--- src/rtl/core/xmpcd_pkg.sv ---
// shared types, constants and translation functions of the xm pattern cell decoder
package xmpcd_pkg;

	localparam int MaxChannels = 32;
	localparam int MaxRows     = 256;

	localparam logic [7:0] CodeEmpty = 8'hFF;
	localparam logic [7:0] CodeOff   = 8'hFE;
	localparam logic [7:0] NoteOffIn = 8'd97;
	localparam logic [7:0] NoteBias  = 8'd11;

	localparam logic [0:0] RegChannelCount = 1'b0;
	localparam logic [0:0] RegRowCount     = 1'b1;

	// raw fields of one finished cell, handed from front to back
	typedef struct packed {
		logic [7:0] note;
		logic [7:0] ins;
		logic [7:0] vol;
		logic [7:0] cmd;
		logic [7:0] par;
	} cell_t;

	typedef struct packed {
		logic [7:0] note;
		logic [7:0] ins;
		logic [7:0] vol;
		logic [7:0] cmd;
		logic [7:0] par;
	} code_t;

	function automatic logic [7:0] low9(input logic [3:0] v);
		low9 = (v > 4'd9) ? 8'd9 : {4'd0, v};
	endfunction

	// lo*65/15 and lo*9/15 for lo in 0..15, as small tables
	function automatic logic [7:0] vol_c_tab(input logic [3:0] lo);
		unique case (lo)
			4'd0:  vol_c_tab = 8'd0;
			4'd1:  vol_c_tab = 8'd4;
			4'd2:  vol_c_tab = 8'd8;
			4'd3:  vol_c_tab = 8'd13;
			4'd4:  vol_c_tab = 8'd17;
			4'd5:  vol_c_tab = 8'd21;
			4'd6:  vol_c_tab = 8'd26;
			4'd7:  vol_c_tab = 8'd30;
			4'd8:  vol_c_tab = 8'd34;
			4'd9:  vol_c_tab = 8'd39;
			4'd10: vol_c_tab = 8'd43;
			4'd11: vol_c_tab = 8'd47;
			4'd12: vol_c_tab = 8'd52;
			4'd13: vol_c_tab = 8'd56;
			4'd14: vol_c_tab = 8'd60;
			default: vol_c_tab = 8'd65;
		endcase
	endfunction

	function automatic logic [7:0] vol_f_tab(input logic [3:0] lo);
		unique case (lo)
			4'd0, 4'd1:   vol_f_tab = 8'd0;
			4'd2, 4'd3:   vol_f_tab = 8'd1;
			4'd4:         vol_f_tab = 8'd2;
			4'd5, 4'd6:   vol_f_tab = 8'd3;
			4'd7, 4'd8:   vol_f_tab = 8'd4;
			4'd9:         vol_f_tab = 8'd5;
			4'd10, 4'd11: vol_f_tab = 8'd6;
			4'd12, 4'd13: vol_f_tab = 8'd7;
			4'd14:        vol_f_tab = 8'd8;
			default:      vol_f_tab = 8'd9;
		endcase
	endfunction

	function automatic logic [7:0] map_volume(input logic [7:0] v);
		logic [3:0] lo;
		lo = v[3:0];
		unique case (v[7:4])
			4'h0:                   map_volume = v;
			4'h1, 4'h2, 4'h3, 4'h4: map_volume = v - 8'h10;
			4'h6:                   map_volume = low9(lo) + 8'd95;
			4'h7:                   map_volume = low9(lo) + 8'd85;
			4'h8:                   map_volume = low9(lo) + 8'd75;
			4'h9:                   map_volume = low9(lo) + 8'd65;
			4'hB:                   map_volume = low9(lo) + 8'd203;
			4'hC:                   map_volume = 8'd128 + vol_c_tab(lo);
			4'hF:                   map_volume = 8'd193 + vol_f_tab(lo);
			default:                map_volume = CodeEmpty;
		endcase
	endfunction

	function automatic code_t translate(input cell_t c);
		code_t      r;
		logic [3:0] lo;
		r  = code_t'(c);
		lo = c.par[3:0];
		if (c.note != CodeEmpty)
			r.note = (c.note == NoteOffIn) ? CodeOff : c.note + NoteBias;
		if (c.ins != CodeEmpty)
			r.ins = (c.ins != 8'd0 && c.ins < 8'd100) ? c.ins - 8'd1 : CodeEmpty;
		if (c.vol != CodeEmpty)
			r.vol = map_volume(c.vol);
		if (c.cmd != CodeEmpty) begin
			unique case (c.cmd)
				8'd0:  r.cmd = 8'd9;
				8'd1:  r.cmd = 8'd5;
				8'd2:  r.cmd = 8'd4;
				8'd3:  r.cmd = 8'd6;
				8'd4:  r.cmd = 8'd7;
				8'd5:  r.cmd = 8'd11;
				8'd6:  r.cmd = 8'd10;
				8'd7:  r.cmd = 8'd17;
				8'd8:  r.cmd = 8'd23;
				8'd9:  r.cmd = 8'd14;
				8'd10: r.cmd = 8'd3;
				8'd11: r.cmd = 8'd1;
				8'd12: r.cmd = 8'd12;
				8'd13: r.cmd = 8'd2;
				8'd14: begin
					r.cmd = 8'd18;
					if (c.par[7:4] == 4'h1 || c.par[7:4] == 4'h2 || c.par[7:4] == 4'h9 ||
						c.par[7:4] == 4'hA || c.par[7:4] == 4'hB) begin
						if (lo == 4'd0) begin
							r.cmd = CodeEmpty;
							r.par = 8'd0;
						end else begin
							unique case (c.par[7:4])
								4'h1: begin r.cmd = 8'd5;  r.par = {4'hF, lo}; end
								4'h2: begin r.cmd = 8'd4;  r.par = {4'hF, lo}; end
								4'h9: begin r.cmd = 8'd16; r.par = {4'h0, lo}; end
								4'hA: begin r.cmd = 8'd3;  r.par = {lo, 4'hF}; end
								default: begin r.cmd = 8'd3; r.par = {4'hF, lo}; end
							endcase
						end
					end
				end
				8'd15: r.cmd = (c.par < 8'd32) ? 8'd0 : 8'd19;
				8'd16: r.cmd = 8'd21;
				8'd17: r.cmd = 8'd22;
				8'd20: begin
					// an already translated note that lands on the empty code also turns off
					if (r.note == CodeEmpty) r.note = CodeOff;
					r.cmd = CodeEmpty;
				end
				8'd25: r.cmd = 8'd15;
				8'd27: r.cmd = 8'd16;
				8'd29: r.cmd = 8'd8;
				default: r.cmd = CodeEmpty;
			endcase
		end
		translate = r;
	endfunction

endpackage

--- src/rtl/core/xmpcd_front.sv ---
// front end: gathers packed bytes into finished cells
module xmpcd_front import xmpcd_pkg::*; (
	input  logic        clk,
	input  logic        arst_n,
	input  logic        in_valid,
	input  logic [7:0]  packed_byte,
	output logic        in_stall,
	output logic        cell_valid,
	output cell_t       cell_data,
	input  logic        cell_stall
);
	logic [4:0] pend_q;
	cell_t      cell_q;
	logic       acc;
	logic [4:0] pend_nxt;
	cell_t      cell_nxt;
	logic       done;
	logic [4:0] first;

	assign in_stall = cell_stall;
	assign acc      = in_valid && !in_stall;
	assign first    = pend_q & (~pend_q + 5'd1);

	always_comb begin
		cell_nxt = cell_q;
		pend_nxt = pend_q;
		if (pend_q == 5'd0) begin
			cell_nxt = '{note: CodeEmpty, ins: CodeEmpty, vol: CodeEmpty,
				cmd: CodeEmpty, par: 8'd0};
			if (!packed_byte[7]) begin
				cell_nxt.note = packed_byte;
				pend_nxt      = 5'h1E;
			end else begin
				pend_nxt = packed_byte[4:0];
			end
		end else begin
			if (first[0]) cell_nxt.note = packed_byte;
			if (first[1]) cell_nxt.ins  = packed_byte;
			if (first[2]) cell_nxt.vol  = packed_byte;
			if (first[3]) cell_nxt.cmd  = packed_byte;
			if (first[4]) cell_nxt.par  = packed_byte;
			pend_nxt = pend_q & ~first;
		end
		done = (pend_nxt == 5'd0);
	end

	// a finished cell goes straight to the queue
	assign cell_valid = acc && done;
	assign cell_data  = cell_nxt;

	always_ff @(posedge clk or negedge arst_n) begin
		if (!arst_n) begin
			pend_q <= 5'd0;
		end else if (acc) begin
			pend_q <= pend_nxt;
		end
	end

	always_ff @(posedge clk) begin
		if (acc) cell_q <= cell_nxt;
	end
endmodule

--- src/rtl/core/xmpcd_queue.sv ---
// two-entry queue between front and back ends
module xmpcd_queue import xmpcd_pkg::*; (
	input  logic  clk,
	input  logic  arst_n,
	input  logic  wr_valid,
	input  cell_t wr_cell,
	output logic  full,
	output logic  rd_valid,
	output cell_t rd_cell,
	input  logic  rd_take
);
	cell_t      mem_q [2];
	logic       wp_q, rp_q;
	logic [1:0] cnt_q;
	logic       wr, rd;

	assign full     = (cnt_q == 2'd2);
	assign rd_valid = (cnt_q != 2'd0);
	assign rd_cell  = mem_q[rp_q];
	assign wr       = wr_valid && !full;
	assign rd       = rd_take && rd_valid;

	always_ff @(posedge clk or negedge arst_n) begin
		if (!arst_n) begin
			wp_q  <= 1'b0;
			rp_q  <= 1'b0;
			cnt_q <= 2'd0;
		end else begin
			if (wr) wp_q <= ~wp_q;
			if (rd) rp_q <= ~rp_q;
			cnt_q <= cnt_q + {1'b0, wr} - {1'b0, rd};
		end
	end

	always_ff @(posedge clk) begin
		if (wr) mem_q[wp_q] <= wr_cell;
	end
endmodule

--- src/rtl/core/xmpcd_back.sv ---
// back end: translates cells, tracks channel and row, holds the output register
module xmpcd_back import xmpcd_pkg::*; #(
	parameter int MAX_CHANNELS = MaxChannels,
	parameter int MAX_ROWS     = MaxRows
) (
	input  logic        clk,
	input  logic        arst_n,
	input  logic        cfg_we,
	input  logic [0:0]  cfg_index,
	input  logic [8:0]  cfg_data,
	input  logic        q_valid,
	input  cell_t       q_cell,
	output logic        q_take,
	output logic        out_valid,
	input  logic        out_stall,
	output code_t       code,
	output logic [4:0]  channel_index,
	output logic [7:0]  row_index,
	output logic        pattern_done
);
	localparam int CW = $clog2(MAX_CHANNELS + 1);
	localparam int RW = $clog2(MAX_ROWS + 1);

	logic [5:0]    chan_cnt_q;
	logic [8:0]    row_cnt_q;
	logic [CW-1:0] chan_q;
	logic [RW-1:0] row_q;
	logic          ov_q;
	logic [CW-1:0] chans, chan_inc;
	logic [RW-1:0] rows, row_inc;
	logic          wrap_c, wrap_r;

	always_comb begin
		if (chan_cnt_q == 6'd0) chans = CW'(1);
		else if (7'(chan_cnt_q) > 7'(MAX_CHANNELS)) chans = CW'(MAX_CHANNELS);
		else chans = CW'(chan_cnt_q);
		if (row_cnt_q == 9'd0) rows = RW'(1);
		else if (10'(row_cnt_q) > 10'(MAX_ROWS)) rows = RW'(MAX_ROWS);
		else rows = RW'(row_cnt_q);
		chan_inc = chan_q + CW'(1);
		row_inc  = row_q + RW'(1);
		wrap_c   = chan_inc >= chans;
		wrap_r   = row_inc >= rows;
	end

	assign q_take    = q_valid && (!ov_q || !out_stall);
	assign out_valid = ov_q;

	always_ff @(posedge clk or negedge arst_n) begin
		if (!arst_n) begin
			chan_cnt_q <= 6'd8;
			row_cnt_q  <= 9'd64;
			chan_q     <= '0;
			row_q      <= '0;
			ov_q       <= 1'b0;
		end else begin
			if (cfg_we) begin
				unique case (cfg_index)
					RegChannelCount: chan_cnt_q <= cfg_data[5:0];
					RegRowCount:     row_cnt_q  <= cfg_data;
					default: ;
				endcase
			end
			if (q_take) begin
				ov_q <= 1'b1;
				if (wrap_c) begin
					chan_q <= '0;
					row_q  <= wrap_r ? '0 : row_inc;
				end else begin
					chan_q <= chan_inc;
				end
			end else if (!out_stall) begin
				ov_q <= 1'b0;
			end
		end
	end

	always_ff @(posedge clk) begin
		if (q_take) begin
			code          <= translate(q_cell);
			channel_index <= 5'(chan_q);
			row_index     <= 8'(row_q);
			pattern_done  <= wrap_c && wrap_r;
		end
	end
endmodule

--- src/rtl/core/xm_pattern_cell_decoder_core.sv ---
// top level of the packed xm pattern cell decoder
// usage:
// - input channel: in_valid / in_stall with packed_byte, one byte of packed
//   pattern data per item; an item is taken when in_valid is high and
//   in_stall low
// - output channel: out_valid / out_stall with one decoded cell per item,
//   carrying its translated fields, its channel, its row and pattern_done on
//   the last cell of the pattern
// - configuration: cfg_we, cfg_index, cfg_data write channel_count (index 0)
//   and row_count (index 1); write only while the block is idle
// - throughput: one byte per cycle while in_stall is low; a byte that ends a
//   cell passes the queue, then the output register, before it is shown
// - the front end gathers bytes into cells, a two-entry queue decouples it
//   from the back end, which translates and walks channel and row counters
// - the front end stalls only when the queue is full, so a stalled receiver
//   backs up into the input after the queue and output register fill
// - reset clears the field mask, counters and queue, and loads channel_count
//   8 and row_count 64
module xm_pattern_cell_decoder_core import xmpcd_pkg::*; #(
	parameter int MAX_CHANNELS = MaxChannels,
	parameter int MAX_ROWS     = MaxRows
) (
	input  logic       clk,
	input  logic       arst_n,
	input  logic       cfg_we,
	input  logic [0:0] cfg_index,
	input  logic [8:0] cfg_data,
	input  logic       in_valid,
	output logic       in_stall,
	input  logic [7:0] packed_byte,
	output logic       out_valid,
	input  logic       out_stall,
	output logic [7:0] note_code,
	output logic [7:0] instrument_code,
	output logic [7:0] volume_code,
	output logic [7:0] command_code,
	output logic [7:0] parameter_value,
	output logic [4:0] channel_index,
	output logic [7:0] row_index,
	output logic       pattern_done
);
	// front to queue
	logic  f_valid, q_full;
	cell_t f_cell;
	// queue to back
	logic  q_valid, q_take;
	cell_t q_cell;
	code_t code;

	xmpcd_front u_front (
		.clk(clk), .arst_n(arst_n),
		.in_valid(in_valid), .packed_byte(packed_byte), .in_stall(in_stall),
		.cell_valid(f_valid), .cell_data(f_cell), .cell_stall(q_full)
	);

	xmpcd_queue u_queue (
		.clk(clk), .arst_n(arst_n),
		.wr_valid(f_valid), .wr_cell(f_cell), .full(q_full),
		.rd_valid(q_valid), .rd_cell(q_cell), .rd_take(q_take)
	);

	xmpcd_back #(.MAX_CHANNELS(MAX_CHANNELS), .MAX_ROWS(MAX_ROWS)) u_back (
		.clk(clk), .arst_n(arst_n),
		.cfg_we(cfg_we), .cfg_index(cfg_index), .cfg_data(cfg_data),
		.q_valid(q_valid), .q_cell(q_cell), .q_take(q_take),
		.out_valid(out_valid), .out_stall(out_stall), .code(code),
		.channel_index(channel_index), .row_index(row_index),
		.pattern_done(pattern_done)
	);

	// unpack the translated cell onto its ports
	assign note_code       = code.note;
	assign instrument_code = code.ins;
	assign volume_code     = code.vol;
	assign command_code    = code.cmd;
	assign parameter_value = code.par;
endmodule

--- config.mk ---
export PLATFORM = sky130hd
export DESIGN_NAME = xm_pattern_cell_decoder_core
export DESIGN_NICKNAME = d
export VERILOG_FILES = /design/src/rtl/core/xmpcd_pkg.sv /design/src/rtl/core/xmpcd_front.sv /design/src/rtl/core/xmpcd_queue.sv /design/src/rtl/core/xmpcd_back.sv /design/src/rtl/core/xm_pattern_cell_decoder_core.sv
export SDC_FILE = /design/constraint.sdc
export NUM_CORES = 1
export LEC_CHECK = 0
export BUFFER_PORTS_ARGS = -buffer_cell sky130_fd_sc_hd__buf_4
export CELL_PAD_IN_SITES_DETAIL_PLACEMENT = 0
export CELL_PAD_IN_SITES_GLOBAL_PLACEMENT = 2
export CORE_ASPECT_RATIO = 1.1
export CORE_MARGIN = 4
export CORE_UTILIZATION = 25
export CTS_BUF_LIST = sky130_fd_sc_hd__clkbuf_8
export DETAILED_ROUTE_END_ITERATION = 7
export PLACE_DENSITY = 0.55
export SLEW_MARGIN = 25
export SYNTH_ARGS = -nofsm -noshare
export SYNTH_HDL_FRONTEND = slang
export SYNTH_SLANG_ARGS = --single-unit
export TNS_END_PERCENT = 100
--- constraint.sdc ---
create_clock -name clk -period 7.3 [get_ports clk]
set_clock_uncertainty 0.05 [all_clocks]
set_input_delay 1.825 -clock clk [delete_from_list [all_inputs] [get_ports clk]]
set_output_delay 1.825 -clock clk [all_outputs]
set_load 0.02 [all_outputs]
==> flow_summary.ini <==
[outcome]
status = complete, no violations

[floorplanning]
rows = 79
start_util_pct = 25.4
io_pins = 79
die-area_mm2 = 0.0467
die_x_um = 206
core_mm2 = 0.0426
die_y_um = 226

[place]
hpwlAfterDp_um = 19200
io_buffers = 78
globalplace.congestion = 0.770
pre_cts_ws_ns = 2.77

[power_and_ir_drop]
power_density_mw_per_mm2 = 478
peakVddDrop_v = 0.000131
leakage_nw = 4.88

[worst_setup_path]
worst_setup_path_endpoint = u_back.code[17]
max_stage_delay_ns = 0.74
crit_type = flip-flop to flip-flop
worstPathMaxFanout = 36
reg2reg_depth = 11
rrSetupSlack_ns = 2.77
timing.rr.end = u_back.code[17]
crit_arrival_ns = 4.76
crit_top_cell = ha_1
cp-start-kind = flip-flop
r2r_start = u_queue.rp_q
worstPathCellList = mux2i_1 > inv_1 > ha_1 > and4_1 > a31oi_2 > mux2_4 > a221o_1 > ha_1 > a32o_1 > a2111oi_0 > o22ai_1
crit_path_start = u_queue.rp_q
required_ns = 7.53
cp-end-kind = flip-flop
critPathSlowestCell = dfrtp_4

[cts]
clk_latency_ns = 0.54
cts_buffers = 41
post_cts_buffers = 0
cts_resized = 0
clockBufferDepth = 3
cts_htree_levels = 2
cts_tree = done
cts_sinks = 214
holdBufCountCts = 0
cts.clk_slew.worst_paths_ns = 0.07
cts_root_buf = clkbuf_8

[sta]
fmax_mhz = 221
holdWs_ns = 0.425
setup_viol = 0
max-slew-margin-rel_pct = 36.1
worstMarginPinSlew_ns = 0.959
tns_ns = 0
final.setup.worst_slack_ns = 2.77
finalCritPeriodShare_pct = 62.1
slew_viol_final = 0
timing_hold_violations_final = 0
min_period_ns = 4.53
rsz0062_at_grt = no

[synthesis]
netlist_area_mm2 = 0.0108
ys_ff_latch = 214
syn_nets = 1011
avgSynthCellArea_um2 = 11.4
synth_warnings = 0
synthDistinctLibCells = 71
synth_largest_type_area_fraction_pct = 48.3
synth_edf_count = 174
synth_area_leaders = edfxtp_1, dfrtp_1, nand2_1
ys.flop_type = edfxtp_1
synth_largest_area_cell = edfxtp_1
async_reset_ff_share_pct = 18.7
synth_seq_area_share_pct = 57.5
synthCells = 948

[detailed_routing]
wire_per_inst_um = 16.8
viasPerCell = 4.60
ant_nets = 0
drt_first_pass_iters = 5
wl_um = 27700
vias = 7564
drt_iter0_markers = 378
drc = 0

[global_routing]
grt_antenna_before_repair = 0
grtUsageTotal_pct = 11.8
grt_max_degree = 46
grt_pass1_wl_um = 43600
grt_pass1_vias = 7595
grt.overflow.total = 0

[finish]
drive_gt1_share_pct = 16.6
final_util_pct = 30.0
n_fill_cell = 4380
area_growth_pct = 18.2
insertedDiodeCount = 0
finish.net_count = 1111

[job]
max-cap-violations = 0

[hold_path]
min_path_type = flip-flop to flip-flop
-- layout make-up --
type	instances	area (um2)	area share, %
Clock buffer	43	592	4.62
Clock inverter	30	154	1.20
Inverter	35	131	1.03
Multi-Input combinational cell	669	4330	33.8
Sequential cell	214	6230	48.7
Tap cell	567	709	5.54
Timing Repair Buffer	87	651	5.08
-- registers in the layout, indices dropped and copies added (netlist names), 2 cells and up --
register              cells
u_front.cell_q           40
u_back.row_cnt_q          9
u_front.pend_q            5
u_back.chan_q             6
u_back.channel_index      5
u_back.row_q              9
u_queue.mem_q            80
u_back.chan_cnt_q         6
u_queue.cnt_q             2
u_back.code              40
u_back.row_index          8
-- routing by layer --
metal,GRT usage (%),part of all wire (%),vias to the layer above
met5,0,0,-
met4,3.35,1.8,0
met3,2.56,4.0,38
met2,19.4,48,131
met1,15.7,46,3661
li1,-,-,3734
-- report_power, final --
group / total (W) / internal (W) / switching [W] / leakage [nW]
sequential: 0.00232 / 0.00206 / 0.000258 / 2.09
clock: 0.00109 / 0.000579 / 0.000511 / 0.455
combinational: 0.00271 / 0.000986 / 0.00172 / 2.34
total: 0.00612 / 0.00363 / 0.00249 / 4.88
-- cells in the final DEF, fill, tap and decap left out, types with 34 or more instances in the layout --
master	netlist	layout
edfxtp_1	174	174
nand2_1	153	153
buf_4	2	86
inv_1	32	52
nor2_1	51	50
o21ai_0	50	50
nand3_1	48	48
clkbuf_8	0	43
a21oi_1	40	40
ha_1	40	40
dfrtp_1	38	37
mux2i_1	34	34
-- critical path: cells and delay by family (launching register included) --
| kind | cells | cell delay [ns] |
|---|---|---|
| adder cells (fa/ha/maj) | 2 | 0.63 |
| AO/OA/AOI/OAI | 5 | 1.50 |
| AND/OR/NAND/NOR | 1 | 0.26 |
| multiplexers | 2 | 0.87 |
| flip-flops | 1 | 0.74 |
| buffers and inverters | 1 | 0.17 |
-- worst min path at each step --
stage	from	to	slack [ns]	depth (start not counted)
2_1_floorplan	u_back.row_q[7]	u_back.row_index[7]	0.37	0
3_3_place_gp	u_back.row_q[6]	u_back.row_index[6]	0.42	0
3_5_place_dp	u_back.row_q[6]	u_back.row_index[6]	0.42	0
4_1_cts	u_back.row_q[6]	u_back.row_index[6]	0.43	0
5_1_grt	u_back.row_q[6]	u_back.row_index[6]	0.46	0
6_report	u_back.row_q[6]	u_back.row_index[6]	0.43	0
-- Yosys cell counts, types with 3 or more instances --
cell,instances
edfxtp_1,174
nand2_1,153
nor2_1,51
o21ai_0,50
nand3_1,48
a21oi_1,40
ha_1,40
dfrtp_1,38
mux2i_1,34
inv_1,32
xnor2_1,29
mux2_2,22
clkbuf_1,19
nor3_1,16
o211ai_1,15
nand2b_1,13
o22ai_1,12
nor2b_1,11
a21o_1,9
a32oi_1,9
o22a_1,9
and2_1,8
xor2_1,8
a22oi_1,7
nor4_1,7
o31ai_1,7
a31oi_1,6
and3_1,5
buf_2,5
nand4_1,5
a32o_1,3
buf_6,3
o21a_1,3
or2_2,3
or3_1,3
-- cell families after synthesis --
logic type               synth area share [%]
AND/OR/NAND/NOR                          14.1
flip-flops                               57.5
buffers and inverters                    2.59
multiplexers                             6.11
AO/OA/AOI/OAI                            12.1
XOR/XNOR                                 2.99
adder cells (fa/ha/maj)                  4.62
-- metrics by stage --
stage	area [um2]	instances	power, W
after CTS	12800	1644	0.00625
final	12800	1645	0.00612
after global routing	12800	1645	0.00663
after global placement	12000	1570	0.00513
after floorplan	10800	948	0.00421
after detailed placement	12000	1571	0.00510
No activity file was read; power rests on OpenSTA's default activity.
